$ cat config.mk
export PLATFORM = sky130hd
export DESIGN_NAME = tafs_front
export DESIGN_NICKNAME = d
export VERILOG_FILES = /design/src/tafs_front.sv
export SDC_FILE = /design/constraint.sdc
export NUM_CORES = 2
export LEC_CHECK = 0
export BUFFER_PORTS_ARGS = -buffer_cell sky130_fd_sc_hd__buf_2
export CORE_ASPECT_RATIO = 1.1
export CORE_MARGIN = 2
export CORE_UTILIZATION = 51
export CTS_CLUSTER_DIAMETER = 80
export CTS_CLUSTER_SIZE = 20
export DETAILED_ROUTE_END_ITERATION = 10
export GPL_TIMING_DRIVEN = 0
export MAX_ROUTING_LAYER = met4
export PLACE_DENSITY = 0.75
export REMOVE_ABC_BUFFERS = 1
export SETUP_SLACK_MARGIN = 0.4
export SLEW_MARGIN = 10
export SYNTH_ARGS = -nofsm -noshare
export SYNTH_HDL_FRONTEND = slang
export SYNTH_SLANG_ARGS = --single-unit
$ cat constraint.sdc
create_clock -name aclk -period 7.9 [get_ports aclk]
set_input_delay 1.185 -clock aclk [delete_from_list [all_inputs] [get_ports aclk]]
set_output_delay 1.185 -clock aclk [all_outputs]
set_load 0.03 [all_outputs]
$ cat src/tafs_front.sv
// Triangle check and the four-factor product, three register stages.
module tafs_front #(
    parameter int SIDE_BITS = 12,
    parameter int DW        = 50
) (
    input  logic                 aclk,
    input  logic                 aresetn,
    input  logic                 in_valid,
    output logic                 in_ready,
    input  logic [SIDE_BITS-1:0] side_a,
    input  logic [SIDE_BITS-1:0] side_b,
    input  logic [SIDE_BITS-1:0] side_c,
    output logic                 out_valid,
    input  logic                 out_ready,
    output logic                 out_ok,
    output logic [DW-1:0]        out_d
);

    localparam int SW  = SIDE_BITS + 2;     // a+b+c
    localparam int FW  = SIDE_BITS + 1;     // pairwise sums and differences
    localparam int PW1 = SW + FW;
    localparam int PW2 = 2 * FW;
    localparam int PW3 = PW1 + PW2;

    logic           v1_reg, v2_reg, v3_reg;
    logic           rdy1, rdy2, rdy3;

    logic           ok1_reg, ok2_reg, ok3_reg;
    logic [SW-1:0]  sum_reg;
    logic [FW-1:0]  f1_reg, f2_reg, f3_reg;
    logic [PW1-1:0] p1_reg;
    logic [PW2-1:0] p2_reg;
    logic [DW-1:0]  d_reg;

    logic [FW-1:0]  a_w, b_w, c_w, ab, ac, bc;
    logic           ok_next;
    logic [SW-1:0]  sum_next;
    logic [FW-1:0]  f1_next, f2_next, f3_next;
    logic [PW1-1:0] p1_next;
    logic [PW2-1:0] p2_next;
    logic [PW3-1:0] prod;
    logic [DW-1:0]  d_next;

    // each stage loads when empty or when its successor drains
    assign rdy3     = !v3_reg || out_ready;
    assign rdy2     = !v2_reg || rdy3;
    assign rdy1     = !v1_reg || rdy2;
    assign in_ready = rdy1;

    assign a_w = FW'(side_a);
    assign b_w = FW'(side_b);
    assign c_w = FW'(side_c);
    assign ab  = a_w + b_w;
    assign ac  = a_w + c_w;
    assign bc  = b_w + c_w;

    assign ok_next  = (a_w < bc) && (b_w < ac) && (c_w < ab);
    assign sum_next = SW'(side_a) + SW'(side_b) + SW'(side_c);
    // zero the factors of a non-triangle so the product, and the root, is zero
    assign f1_next  = ok_next ? (bc - a_w) : '0;
    assign f2_next  = ok_next ? (ac - b_w) : '0;
    assign f3_next  = ok_next ? (ab - c_w) : '0;

    assign p1_next = PW1'(sum_reg) * PW1'(f1_reg);
    assign p2_next = PW2'(f2_reg) * PW2'(f3_reg);

    // 16 * area^2 stays below 2^(4*SIDE_BITS+2)
    assign prod   = PW3'(p1_reg) * PW3'(p2_reg);
    assign d_next = prod[DW-1:0];

    always_ff @(posedge aclk) begin
        if (!aresetn) begin
            v1_reg <= 1'b0;
            v2_reg <= 1'b0;
            v3_reg <= 1'b0;
        end else begin
            if (rdy1) begin
                v1_reg <= in_valid;
            end
            if (rdy2) begin
                v2_reg <= v1_reg;
            end
            if (rdy3) begin
                v3_reg <= v2_reg;
            end
        end
    end

    always_ff @(posedge aclk) begin
        if (in_valid && rdy1) begin
            ok1_reg <= ok_next;
            sum_reg <= sum_next;
            f1_reg  <= f1_next;
            f2_reg  <= f2_next;
            f3_reg  <= f3_next;
        end
        if (v1_reg && rdy2) begin
            ok2_reg <= ok1_reg;
            p1_reg  <= p1_next;
            p2_reg  <= p2_next;
        end
        if (v2_reg && rdy3) begin
            ok3_reg <= ok2_reg;
            d_reg   <= d_next;
        end
    end

    assign out_valid = v3_reg;
    assign out_ok    = ok3_reg;
    assign out_d     = d_reg;

endmodule

== Word level (Yosys, flattened, before mapping) ==
Cells that the tools add are included.
Word-level totals
  output and inout bits: 53
  input bits: 40
  logic and storage cells: 38
  register bits: 162
Operators by class
  multipliers: 3
  reductions and logical operators: 11
  $add $sub $neg: 8
  $lt $le $gt $ge: 3
Operators by type and width (count)
  $add 12x12->13: 4
  $mul 27x26->50: 1
  $lt 12x13->1: 3
  $sub 13x12->13: 3
  $mul 14x13->27: 1
  $mul 13x13->26: 1
  $add 13x12->14: 1
  $logic_and 1x1->1: 5
  $logic_not 1->1: 3
  $logic_or 1x1->1: 3

== Logic depth before layout (Yosys ltp) ==
  word-level depth: 5
  mapped depth: 28
  gate-level depth less buffers: 26

== Least setup slack after synthesis ==
OpenSTA, ideal clock, no wires.
  path kind: flip-flop to flip-flop
  start point: register p2_reg[5]
  end point: register d_reg[48] (netlist: out_d[48]), data pin
  slack: 1.025 ns
  cell stages (with the launch flop): 27
  library setup time: 0.280 ns
  arrival: 6.594 ns
  path buffers: 2
  period minus slack after synthesis: 6.875 ns
  cell sequence: edfxtp_1 > clkbuf_1 > clkbuf_1 > nand2_1 > fa_1 > inv_1 > fa_1 > inv_1 > fa_1 > fa_1 > inv_1 > fa_1 > fa_1 > inv_1 > fa_1 > inv_1 > ha_1 > a21o_1 > nand3_1 > a21oi_1 > a211o_1 > a31oi_4 > o21ai_2 > a2111oi_4 > nor3_1 > nor4bb_1 > a311oi_1
On the way
  word-level cells in the longest chain between the ends: 1
Ends and longest elaborated chain
  start: declaration: line 32  | logic [PW2-1:0] p2_reg;
  start signal: assignment: line 100  | p2_reg <= p2_next;
  $mul 27x26->50: line 68  | assign prod = PW3'(p1_reg) * PW3'(p2_reg);
  via prod[48]: line 41  | logic [PW3-1:0] prod;
  end signal: assignment: line 104  | d_reg <= d_next;
  end: declaration: line 33  | logic [DW-1:0] d_reg;
The timed path passes the listed nets, and every way through them passes these cells.
A chain may end at the register's enable or synchronous reset.

== Worst setup path in the final report ==
  start point: register p2_reg[14]
  end point: register d_reg[46] (netlist: out_d[46]), data pin
The elaborated chain is that of the path after synthesis.

==> results.yml <==
clock_tree:
  cts_tree: "yes"
  htree_levels: 4
  cts_root_buf: "clkbuf_16"
  cts_sinks: 161
  cts_buffer_depth: 2
  clk_pin_slew_ns: 0.08
  numCtsBuffers: 17
  clkLatencyLatePin_ns: 0.52
global_route:
  gr-total-overflow: 0
  track_usage_pct: 27.6
  grt_pass1_wl_um: 176000
  grt_max_degree: 29
  antenna_found_initial: 9
  grt_pass1_vias: 33500
drt:
  ant_nets: 0
  drt_iter0_markers: 2151
  wl_um: 110000
  drc: 0
  vias_per_cell: 5.50
  dr.pass1.iters: 6
  wl_per_cell_um: 19.3
  vias: 31300
timing:
  max_freq_mhz: 136
  fin_crit_ns: 7.34
  skew_ns: 0.0261
  slew_viol_final: 0
  grt_setup_unrepaired: "false"
  relSlewSlack_pct: 28.3
  fin_crit_sh_pct: 92.9
  tightest_slew_ns: 1.07
  setup_viol: 0
  hold_slack_ns: 0.434
  hold_viol: 0
cells_and_area:
  syn_to_final_growth_pct: 10.3
  drive_above_1_share_pct: 8.52
  largest_reg_flops: 50
  nNetsFinal: 5909
floorplan:
  io-pin-count: 93
  dieArea_um2: 84700
  die_x_um: 278
  core_area_um2: 81800
  die_y_um: 305
  initial_utilization_pct: 51.4
  row_count: 110
synth:
  synth_area_um2: 42000
  ys_ff_latch: 161
  synthCells: 4466
  synth_ff_type: "edfxtp_1"
  synth_edf_count: 158
  ys_types: 74
  async_reset_ff_share_pct: 0
  yosysWarnings: 0
  ys_seq_area_share_pct: 11.4
  syn_area_per_cell_um2: 9.40
setup_path:
  crit_path_start_kind: "flip-flop"
  critPathMaxFanout: 7
  path_class: "flip-flop to flip-flop"
  required_ns: 8.15
  worstSetupEndpointType: "flip-flop"
  crit_arrival_ns: 7.59
place:
  port_buffers: 92
  finalWeightedCongestion: 0.919
  dp.final_hpwl_um: 75500
hold_path:
  hold_class: "flip-flop to flip-flop"
run_status:
  outcome: "finished, final reports clean"
run:
  maxCapViolCount: 0
-- metal layers --
| layer | wire length, um | part of all wire [%] | GRT usage, % | vias up |
|---|---|---|---|---|
| met4 | 6420 | 5.8 | 15.1 | 0 |
| met5 | 0 | 0 | - | - |
| met1 | 38100 | 35 | 30.2 | 15800 |
| met3 | 10000 | 9.1 | 6.84 | 450 |
| met2 | 55400 | 50 | 46.3 | 1334 |
| li1 | - | - | - | 13700 |
-- layout by cell type, fill, tap and decap left out, types with 15 or more instances in the layout --
| cell | synthesis | routed |
|---|---|---|
| nand4_1 | 17 | 17 |
| xnor2_1 | 113 | 112 |
| ha_1 | 398 | 386 |
| xor2_1 | 36 | 36 |
| inv_1 | 1002 | 998 |
| a21o_1 | 55 | 55 |
| nor2_1 | 104 | 103 |
| fa_1 | 869 | 864 |
| buf_12 | 0 | 36 |
| buf_6 | 0 | 33 |
| and2_1 | 489 | 487 |
| o21bai_1 | 29 | 29 |
| nand2_1 | 623 | 623 |
| buf_4 | 2 | 108 |
| buf_8 | 0 | 15 |
| nor3_1 | 27 | 26 |
| clkbuf_16 | 0 | 19 |
| o21ai_0 | 50 | 50 |
| o21a_1 | 18 | 18 |
| buf_2 | 2 | 92 |
| edfxtp_1 | 158 | 158 |
| nand3_1 | 15 | 15 |
| a21oi_1 | 109 | 105 |
| nor2b_1 | 24 | 23 |
-- cells in the mapped netlist (29+ instances only) --
cell	number	area (um^2)
a21o_1	55	413
a21oi_1	109	546
and2_1	489	3060
clkbuf_1	170	638
edfxtp_1	158	4740
fa_1	869	17400
ha_1	398	4980
inv_1	1002	3760
nand2_1	623	2340
nor2_1	104	390
o21ai_0	50	250
o21bai_1	29	218
xnor2_1	113	990
xor2_1	36	315
-- metrics by stage --
step | instance area [um^2] | worst slack, ns | instances | TNS [ns] | utilization, %
after CTS | 45800 | 0.426 | 5647 | 0 | 56.0
after global placement | 43100 | -0.287 | 5447 | -6.63 | 52.7
after global routing | 46300 | 0.313 | 5686 | 0 | 56.7
after floorplan | 41300 | 1.09 | 4291 | 0 | -
after detailed placement | 43500 | -0.357 | 5460 | -3.18 | 53.2
final | 46300 | 0.560 | 5692 | 0 | 56.7
-- worst paths after layout --
kind	to	from	cells past startpoint	slack (ns)
worst max-delay path	out_d[46]$_DFFE_PP_	p2_reg[14]$_DFFE_PP_	23	0.56
worst min-delay path	out_ok$_DFFE_PP_	ok2_reg$_DFFE_PP_	0	0.43
worst max register to register	out_d[46]$_DFFE_PP_	p2_reg[14]$_DFFE_PP_	23	0.56
worst min register to register	out_ok$_DFFE_PP_	ok2_reg$_DFFE_PP_	0	0.43
-- worst max-delay path, stage by stage (launching register included) --
cell and delay, ns:
edfxtp_1 0.45, clkbuf_16 0.21, and2_1 0.18, fa_1 0.53, inv_1 0.09, fa_1 0.50
inv_1 0.06, fa_1 0.49, fa_1 0.59, fa_1 0.45, fa_1 0.54, fa_2 0.62
ha_4 0.23, a21o_1 0.15, a21o_1 0.18, a211o_1 0.33, a31oi_4 0.17, buf_12 0.15
o21ai_4 0.09, a2111oi_4 0.50, buf_4 0.18, o31ai_1 0.06, a21oi_1 0.19, xnor2_1 0.11
-- cells by family (layout without fill, tap and decap cells) --
| family | count (synthesis) | after routing | synth area share [%] |
|---|---|---|---|
| AND/OR/NAND/NOR | 1356 | 1356 | 15.8 |
| adder cells (fa/ha/maj) | 1267 | 1267 | 53.3 |
| buffers and inverters | 1177 | 1326 | 10.5 |
| AO/OA/AOI/OAI | 355 | 355 | 5.77 |
| flip-flops | 161 | 161 | 11.4 |
| XOR/XNOR | 149 | 149 | 3.11 |
| multiplexers | 1 | 1 | 0.0238 |
| other | 0 | 13 | 0 |
-- what timing repair did --
action | in CTS | in global routing
resized for setup | 2 | 43
endpoints found under the hold margin | 0 | 0
setup endpoints to repair | 21 | 14
cloned | 0 | 1
hold buffers | 0 | 0
pin swaps | 0 | 36
buffers inserted | 155 | 31
-- final cells by class --
cell class / count / area, um^2
antenna: 13 / 32.5
clock buffer: 17 / 425
clock inverter: 15 / 194
fill: 6815 / 35400
inverter: 1002 / 3760
multi-input combinational: 3128 / 33000
sequential: 161 / 4800
tap: 1064 / 1330
timing repair buffer: 292 / 2800
Power is not shown: default switching activity piles up to over one toggle a cycle in this logic, so the estimate is an artifact.
