**src/tafs_root_step.sv**
```systemverilog
// One bit of a restoring square root, registered.
module tafs_root_step #(
    parameter int RW = 31
) (
    input  logic            aclk,
    input  logic            aresetn,
    input  logic            in_valid,
    output logic            in_ready,
    input  logic            in_ok,
    input  logic [2*RW-1:0] in_rad,
    input  logic [RW+1:0]   in_rem,
    input  logic [RW-1:0]   in_root,
    output logic            out_valid,
    input  logic            out_ready,
    output logic            out_ok,
    output logic [2*RW-1:0] out_rad,
    output logic [RW+1:0]   out_rem,
    output logic [RW-1:0]   out_root
);

    logic            valid_reg;
    logic            ok_reg;
    logic [2*RW-1:0] rad_reg;
    logic [RW+1:0]   rem_reg;
    logic [RW-1:0]   root_reg;

    logic [RW+1:0]   cur, trial;
    logic            fits;
    logic [RW+1:0]   rem_next;
    logic [RW-1:0]   root_next;
    logic [2*RW-1:0] rad_next;

    assign in_ready = !valid_reg || out_ready;

    // bring down the next two radicand bits and try root*4+1
    assign cur       = {in_rem[RW-1:0], in_rad[2*RW-1 -: 2]};
    assign trial     = {in_root, 2'b01};
    assign fits      = cur >= trial;
    assign rem_next  = fits ? (cur - trial) : cur;
    assign root_next = {in_root[RW-2:0], fits};
    assign rad_next  = in_rad << 2;

    always_ff @(posedge aclk) begin
        if (!aresetn) begin
            valid_reg <= 1'b0;
        end else if (in_ready) begin
            valid_reg <= in_valid;
        end
    end

    always_ff @(posedge aclk) begin
        if (in_valid && in_ready) begin
            ok_reg   <= in_ok;
            rad_reg  <= rad_next;
            rem_reg  <= rem_next;
            root_reg <= root_next;
        end
    end

    assign out_valid = valid_reg;
    assign out_ok    = ok_reg;
    assign out_rad   = rad_reg;
    assign out_rem   = rem_reg;
    assign out_root  = root_reg;

endmodule

```
**config.mk**
```make
export PLATFORM = sky130hd
export DESIGN_NAME = tafs_root_step
export DESIGN_NICKNAME = d
export VERILOG_FILES = /design/src/tafs_root_step.sv
export SDC_FILE = /design/constraint.sdc
export NUM_CORES = 1
export LEC_CHECK = 0
export BUFFER_PORTS_ARGS = -buffer_cell sky130_fd_sc_hd__buf_2
export CORE_MARGIN = 2
export CORE_UTILIZATION = 48
export CTS_BUF_LIST = sky130_fd_sc_hd__clkbuf_16
export DETAILED_ROUTE_END_ITERATION = 16
export MAX_ROUTING_LAYER = met4
export PLACE_DENSITY_LB_ADDON = 0.05
export SLEW_MARGIN = 20
export SYNTH_ARGS = -nofsm -noshare
export SYNTH_HDL_FRONTEND = slang
export SYNTH_SLANG_ARGS = --single-unit
```
**constraint.sdc**
```tcl
create_clock -name aclk -period 4.2 [get_ports aclk]
set_clock_uncertainty 0.15 [all_clocks]
set_input_delay 0 -clock aclk [delete_from_list [all_inputs] [get_ports aclk]]
set_output_delay 0 -clock aclk [all_outputs]
set_load 0.005 [all_outputs]
```
; ---- After elaboration in Yosys (flattened, before gate mapping)
; Cells that the tools add are included.
[op_classes]
n_addsub = 1
magnitude_cmp = 1
muxes = 1
reduce_logical = 3
[ops]
columns = cell, n
row1 = $ge A33 B33 Y1, 1
row2 = $mux W33, 1
row3 = $sub A33 B33 Y33, 1
row4 = $logic_and A1 B1 Y1, 1
row5 = $logic_not A1 Y1, 1
row6 = $logic_or A1 B1 Y1, 1
[word_totals]
regBits = 126
out_inout_bits = 129

; ---- Logic depth before layout (Yosys ltp)
; Gate-level depths: netlist (run 1).
[logic_depth]
depth_word = 3
ltp_mapped = 14
depth_no_buf = 11

; ---- Worst setup path before layout (run 1)
; Ideal clock, no wire load.
[synth_path]
path_kind = reg-to-reg
start = register valid_reg (netlist: out_valid)
end = register ok_reg (netlist: out_ok) (enable)
setup_time_ns = 0.499
arrival_ns = 3.316
required_ns = 3.551
path_slack_ns = 0.235
stages_incl_launch_ff = 3
n_path_buf = 0
period_less_slack_ns = 3.965
cell_sequence = dfxtp_1 -> nand2b_1 -> and2_1
[synth_via]
elab_chain_cells = 3
[synth_lines]
columns = element, line_no
row1 = start: declaration, 21  ; logic valid_reg;
row2 = start signal: assignment, 47  ; valid_reg <= in_valid;
row3 = $logic_not A1 Y1, 33  ; assign in_ready = !valid_reg || out_ready;
row4 = $logic_or A1 B1 Y1, 33
row5 = net in_ready, 8  ; output logic in_ready,
row6 = $logic_and A1 B1 Y1, 52  ; if (in_valid && in_ready) begin
row7 = end signal: assignment, 53  ; ok_reg <= in_ok;
row8 = end: declaration, 22  ; logic ok_reg;
; The timed path passes the listed nets, and every way through them passes these cells.
; A chain may end at the register's enable or synchronous reset.

; ---- Worst setup path after layout (run 1)
[layout_path]
start = input port in_root[14]
end = register rem_reg[21] (netlist: out_rem[21]) (data pin)
[layout_via]
elab_chain_cells = 2
elab_cells_between_ends = 3
cone_classes = add/sub: 1 / order compare: 1 / mux: 1
[layout_lines]
columns = element, line_no
row1 = start: declaration, 12  ; input logic [RW-1:0] in_root,
row2 = $sub A33 B33 Y33 / $ge A33 B33 Y1 (equally long branches), "39, 38"
row3 = $mux W33 *, 39  ; assign rem_next = fits ? (cur - trial) : cur;
row4 = net rem_next[21], 29  ; logic [RW+1:0] rem_next;
row5 = end signal: assignment, 55  ; rem_reg <= rem_next;
row6 = end: declaration, 24  ; logic [RW+1:0] rem_reg;
; Mark *: on every way through the listed nets, which the timed path passes. The rest lies on a longest branch.

==> summary.md, run 1 <==
| Metric | Value |
|---|---|
| Setup violations, final | 0 |
| Design area | 9360 um^2 |
| Post-Synthesis Cell Area | 6090 um^2 |
| DRC | 0 |
| Num Clock Sinks | 126 |
| Max clock buf depth | 2 |
| Antenna viol nets, final | 0 |
| Flops & latches, synth | 126 |
| Met1 Usage GRT | 0.282 |
| Critical Path Sink Type | flop |
| Max-cap check violation count | 0 |
| Placed Instance Area | 7500 um^2 |
| Initial antenna violation count | 0 |
| Final Slew Violations | 0 |
| Total CTS buffers | 17 |
| Max H-tree Level | 4 |
| First-pass GRT wire length | 25400 um |
| GR Util met2 | 0.442 |
| HP Class | input port to flop |
| Die area | 13600 um^2 |
| Share of cells above drive strength 1 | 0.357 |
| EDFF count, synth | 125 |
| Ys Warns | 0 |
| Layout area overhead | 53.6% |
| DP Worst Slack | 860 ps |
| Worst Setup Path Type | input port to flop |
| Avg Cell Area, Syn | 13.0 um^2 |
| Wire length per cell | 16.4 um |
| Largest net degree at the start of global routing | 81 |
| LEAKAGE | 4.24 nW |
| Starting density of the core | 0.487 |
| DRT Wirelength | 17100 um |
| Crit path launch type | input port |
| # fillers | 907 |
| I/O pin total | 260 |
| Pre-antenna DRT Iters | 5 |
| Latest clock arrival within the worst-skew pair | 410 ps |
| Period utilization | 0.833 |
| GPL Wtd Cong | 0.837 |
| Setup repair after global routing missed its margin | no |
| Core ar. | 12500 um^2 |
| Peak supply drop | 0.214 mV |
| I/O Buffers | 255 |
| Worst-margin pin slew | 1050 ps |
| Most common cell after layout, fill and taps aside | buf_2 |
| Final hold slack | 112 ps |
| TritonCTS clock tree | yes |
| Main flop type after synthesis | edfxtp_1 |
| Fmax | 0.286 GHz |
| Syn Inst Count | 468 |
| Asr flop ratio synth | 0 |
| R2R Setup Slk | 1940 ps |
| Root Buffer | clkbuf_16 |
| Total negative slack | 0 ps |
| Via count | 5190 |
| Post-CTS Setup Inserts | 0 |
| Final setup margin | 703 ps |
| Commonest non-fill, non-tap cells in the layout | buf_2 (255), dlygate4sd3_1 (126), edfxtp_1 (125) |
| Critical Path RT | 4210 ps |
| Antenna Cells | 0 |
| Clock Pin Slew Worst Setup and Hold Paths | 60 ps |
| Crit path max fanout | 18 |
| Die H | 117 um |
| Gr busiest metal | met2 |
| Post-synth cell types | 51 |
| Share of the yosys chip area belonging to registers | 0.619 |
| Via density | 4.99 |
| GRT Total Usage | 0.255 |
| CP arrival | 3500 ps |
| Number of global-route vias before repair | 5184 |
| Initial drt markers | 367 |
| Nets@finish | 1021 |
| Fin crit period | 3500 ps |
| Met3 Use GR | 0.0612 |
| Outcome | completed |
| Row count | 41 |
| Pwr/cell area | 395 nW/um^2 |
| Post-DP HPWL | 10900 um |
| GR Overflow Total | 0 |
| Final Hold Vio Count | 0 |
| Die Span X | 117 um |
| Max_slew headroom | 0.299 |
## kinds of logic (layout without fill, tap and decap cells)
family / after synthesis / count (layout) / share of synthesized area
DFF: 126 / 126 / 0.619
AOI/OAI and AO/OA: 114 / 114 / 0.121
and+or+nand+nor: 100 / 100 / 0.0758
buffers and inverters: 53 / 453 / 0.0444
adders and majority gates: 33 / 33 / 0.0678
xor gates and xnor gates: 30 / 30 / 0.0444
muxes: 11 / 11 / 0.0263
other: 1 / 2 / 0.000616
## path summary, 6_finish.rpt
check	from	endpoint	cells past startpoint
worst min register to register	out_valid	out_valid	3
worst min-delay path	in_root[30]	out_rem[32]	5
worst max register to register	out_valid	out_rad[21]	3
worst max-delay path	in_root[14]	out_rem[21]	13
## cells in the mapped netlist, drive strengths merged, types with 8 or more instances
library cell  number  area share
ha                33       0.068
o21ai             14       0.012
xor2              12       0.017
nand3              8      0.0066
a21o              24       0.030
a21oi             42       0.035
nor2              37       0.023
inv               37       0.023
nand2             23       0.014
clkbuf             8      0.0082
mux2              10       0.025
xnor2             18       0.027
edfxtp           125        0.62
## power by group
| part | total (mW) | internal, mW | switching (mW) |
|---|---|---|---|
| logic | 0.690 | 0.351 | 0.339 |
| clock network | 1.48 | 0.929 | 0.550 |
| registers | 1.53 | 1.50 | 0.0234 |
| total | 3.70 | 2.78 | 0.913 |
## stage by stage
step                power, mW   util  instances
floorplan                1.92      -        469
global route             3.85  0.748       1041
finish                   3.70  0.748       1041
detailed placement       2.13  0.599        884
CTS                      3.70  0.748       1041
global placement         2.12  0.599        884
## state kept, by name, summed over array words and instances, names as in the netlist
name	flops
out_rad	60
out_rem	33
out_root	31
out_ok	1
out_valid	1
## worst max-delay path: stages
cell and delay [ps]:
dlygate4sd3_1 540, buf_2 120, inv_1 40, ha_1 370, a21o_1 220, a21o_1 170
a21o_1 200, a221o_1 380, o211ai_2 200, a31oi_1 180, a221o_2 530, buf_4 240
mux2_4 320
## layout make-up
cell class                      count  area (um^2)  area share
Clock buffer                       17          425      0.0455
Tap cell                          172          215      0.0230
Timing Repair Buffer              385         2580       0.276
Inverter                           37          139      0.0148
Clock inverter                     14          169      0.0181
Sequential cell                   126         3770       0.403
Multi-Input combinational cell    290         2050       0.220
## repair_timing
item                                    in CTS  in global routing
hold endpoints to repair                   125                  0
endpoints found under the setup margin       0                  0
gates resized for setup                      0                  0
hold buffers                               126                  0
## layer usage
layer,part of all wire,vias up
li1,-,2519
met2,0.51,195
met1,0.39,2434
met5,0,-
met4,0.031,0
met3,0.065,42
Note: power is estimated with default switching activity, not from simulation.
==> inputs of run 2 (changes only) <==
clock period = 3.5 ns   (was 4.2 ns; I/O delays follow)
==> run 2 against run 1 <==
Worst setup slack got worse by 520 ps. Register-to-register slack got worse by 470 ps. Die area unchanged. Routed wire length increased by 1.9%. Clock power increased by 32%. Core utilization increased by 0.53 points. Via count increased by 0.62%. Critical path depth decreased by 1. Hold slack got worse by 14 ps. Clock-buffer cell count unchanged. Critical endpoint is now out_rem[30].
==> summary.md, run 2 (synthesis results as in run 1) <==
| Metric | Value |
|---|---|
| Peak supply drop | 0.238 mV (was 0.214 mV) |
| M1 WL | 6860 um (was 6660 um) |
| Initial drt markers | 449 (was 367) |
| Pwr/cell area | 489 nW/um^2 (was 395 nW/um^2) |
| Total negative slack | 0 ps (unchanged) |
| Num Clock Sinks | 126 (unchanged) |
| LEAKAGE | 4.28 nW (was 4.24 nW) |
| Die H | 117 um (unchanged) |
| Worst Setup Path Type | input port to flop (unchanged) |
| I/O Buffers | 255 (unchanged) |
| Layout Cells excl Fill | 1043 (was 1041) |
| Largest net degree at the start of global routing | 76 (was 81) |
| Wire length per cell | 16.7 um (was 16.4 um) |
| TritonCTS clock tree | yes (unchanged) |
| R2r startpoint | out_valid (unchanged) |
| Share of cells above drive strength 1 | 0.354 (was 0.357) |
| Final hold slack | 97.4 ps (was 112 ps) |
| Most common cell after layout, fill and taps aside | buf_2 (unchanged) |
| Critical Path RT | 3530 ps (was 4210 ps) |
| I/O pin total | 260 (unchanged) |
| Setup violations, final | 0 (unchanged) |
| Max H-tree Level | 4 (unchanged) |
| Period utilization | 0.948 |
| Post-DP HPWL | 10800 um (was 10900 um) |
| Met2 wire length | 8810 um (was 8800 um) |
| Max-cap check violation count | 0 (unchanged) |
| Hold Path Origin | in_valid (was in_root[30]) |
| Worst-margin pin slew | 648 ps (was 1050 ps) |
| Max_slew headroom | 0.568 (was 0.299) |
| Antenna viol nets, final | 0 (unchanged) |
| Latest clock arrival within the worst-skew pair | 410 ps (about the same) |
| DRC | 0 (unchanged) |
| DRT Wirelength | 17400 um (was 17100 um) |
| Die area | 13600 um^2 (unchanged) |
| Setup repair after global routing missed its margin | no (unchanged) |
| Worst r2r dst | out_rem[12] (was out_rad[21]) |
| GR Overflow Total | 0 (unchanged) |
| Outcome | completed (unchanged) |
| Die Span X | 117 um (unchanged) |
| Met3 wire length | 1260 um (was 1110 um) |
| R2R Setup Slk | 1470 ps (was 1940 ps) |
| Hold depth | 2 (was 5) |
| # fillers | 897 (was 907) |
| Final Slew Violations | 0 (unchanged) |
| Fin crit period | 3320 ps |
| Crit path launch type | input port (unchanged) |
| Crit path max fanout | 5 (was 18) |
| CP arrival | 3350 ps (was 3500 ps) |
| Nets@finish | 1021 (unchanged) |
| CP startpoint | in_rem[0] (was in_root[14]) |
| Placed Cells | 884 (unchanged) |
| GRT Total Usage | 0.263 (was 0.255) |
| Reg2reg path depth | 3 (unchanged) |
| Starting density of the core | 0.487 (unchanged) |
| Final Hold Vio Count | 0 (unchanged) |
| Via density | 5.01 (was 4.99) |
| HP Class | input port to flop (unchanged) |
| Core ar. | 12500 um^2 (unchanged) |
| Clock Pin Slew Worst Setup and Hold Paths | 60 ps (about the same) |
| WHS Endpoint | out_rad[58] (was out_rem[32]) |
| GPL Wtd Cong | 0.880 (was 0.837) |
| Max reg flops | 60 (unchanged) |
| Layout area overhead | 54.7% (was 53.6%) |
| Critical Path Sink Type | flop (unchanged) |
| Number of global-route vias before repair | 5159 (was 5184) |
| Initial antenna violation count | 1 (was 0) |
| Row count | 41 (unchanged) |
| First-pass GRT wire length | 25900 um (was 25400 um) |
| Max clock buf depth | 2 (unchanged) |
| Pre-antenna DRT Iters | 5 (unchanged) |
| Commonest non-fill, non-tap cells in the layout | buf_2 (255), dlygate4sd3_1 (126), edfxtp_1 (125) (unchanged) |
| Post-CTS Setup Inserts | 0 (unchanged) |
| Top sig layer | met4 (unchanged) |
| Total CTS buffers | 17 (unchanged) |
| Root Buffer | clkbuf_16 (unchanged) |
| Fmax | 0.301 GHz |
| Via count | 5222 (was 5190) |
==> run 2: changes by cell type in the layout (fill, tap and decap cells not counted), sizes merged <==
cell / change
diode: +1
inv: +2
clkinvlp: -4
bufinv: +2
clkinv: +1
==> run 2: area by class of cell <==
class / count / area (um^2) / share of cell area
multi-input cells: 290 / 2060 / 0.218
clock inverters: 15 / 216 / 0.0230
repair buffers: 385 / 2590 / 0.275
inverters: 37 / 139 / 0.0147
clock buffers: 17 / 425 / 0.0451
diodes: 1 / 2.50 / 0.000266
well taps: 172 / 215 / 0.0228
flip-flops and latches: 126 / 3770 / 0.400
==> run 2: power breakdown <==
part	switching [mW]	internal, mW
Sequential	0.0276	1.80
Combinational	0.407	0.423
Clock	0.687	1.26
==> run 2: metal layers <==
layer / global-route usage / vias up
li1: - / 2513
met1: 0.294 / 2440
met2: 0.444 / 223
met3: 0.0758 / 46
met4: 0.108 / 0
met5: - / -
==> run 2: worst max-delay path by stage <==
stage	to	slack, ps	depth (start not counted)
after detailed placement	out_rem[30]	300	11
after global routing	out_rem[21]	6	13
after floorplan	out_rem[12]	640	12
final	out_rem[30]	180	12
after CTS	out_rem[30]	180	12
after global placement	out_rem[30]	350	11
==> run 2: what timing repair did <==
action | 4_1_cts | 5_1_grt
endpoints found under the hold margin | 125 | 0
setup endpoints to repair | 0 | 3
hold buffers | 126 | 0
resized for setup | 0 | 1
==> run 2: per-stage QoR <==
stage	instance area (um^2)	utilization	worst slack, ps	power [mW]
final	9420	0.753	183	4.61
after global routing	9420	0.753	5.73	4.80
after CTS	9420	0.752	178	4.60
after detailed placement	7510	0.600	297	2.56
after global placement	7510	0.600	349	2.55
after floorplan	6100	-	644	2.30
==> run 2: worst max-delay path, cell delays in order <==
cell and delay, ps:
dlygate4sd3_1 540, buf_2 130, ha_1 350, nor2b_1 170
o2111ai_1 200, nand3_1 190, a221o_1 410, o311a_1 370
o21ai_2 240, a311oi_1 160, or3_1 340, a31o_2 240
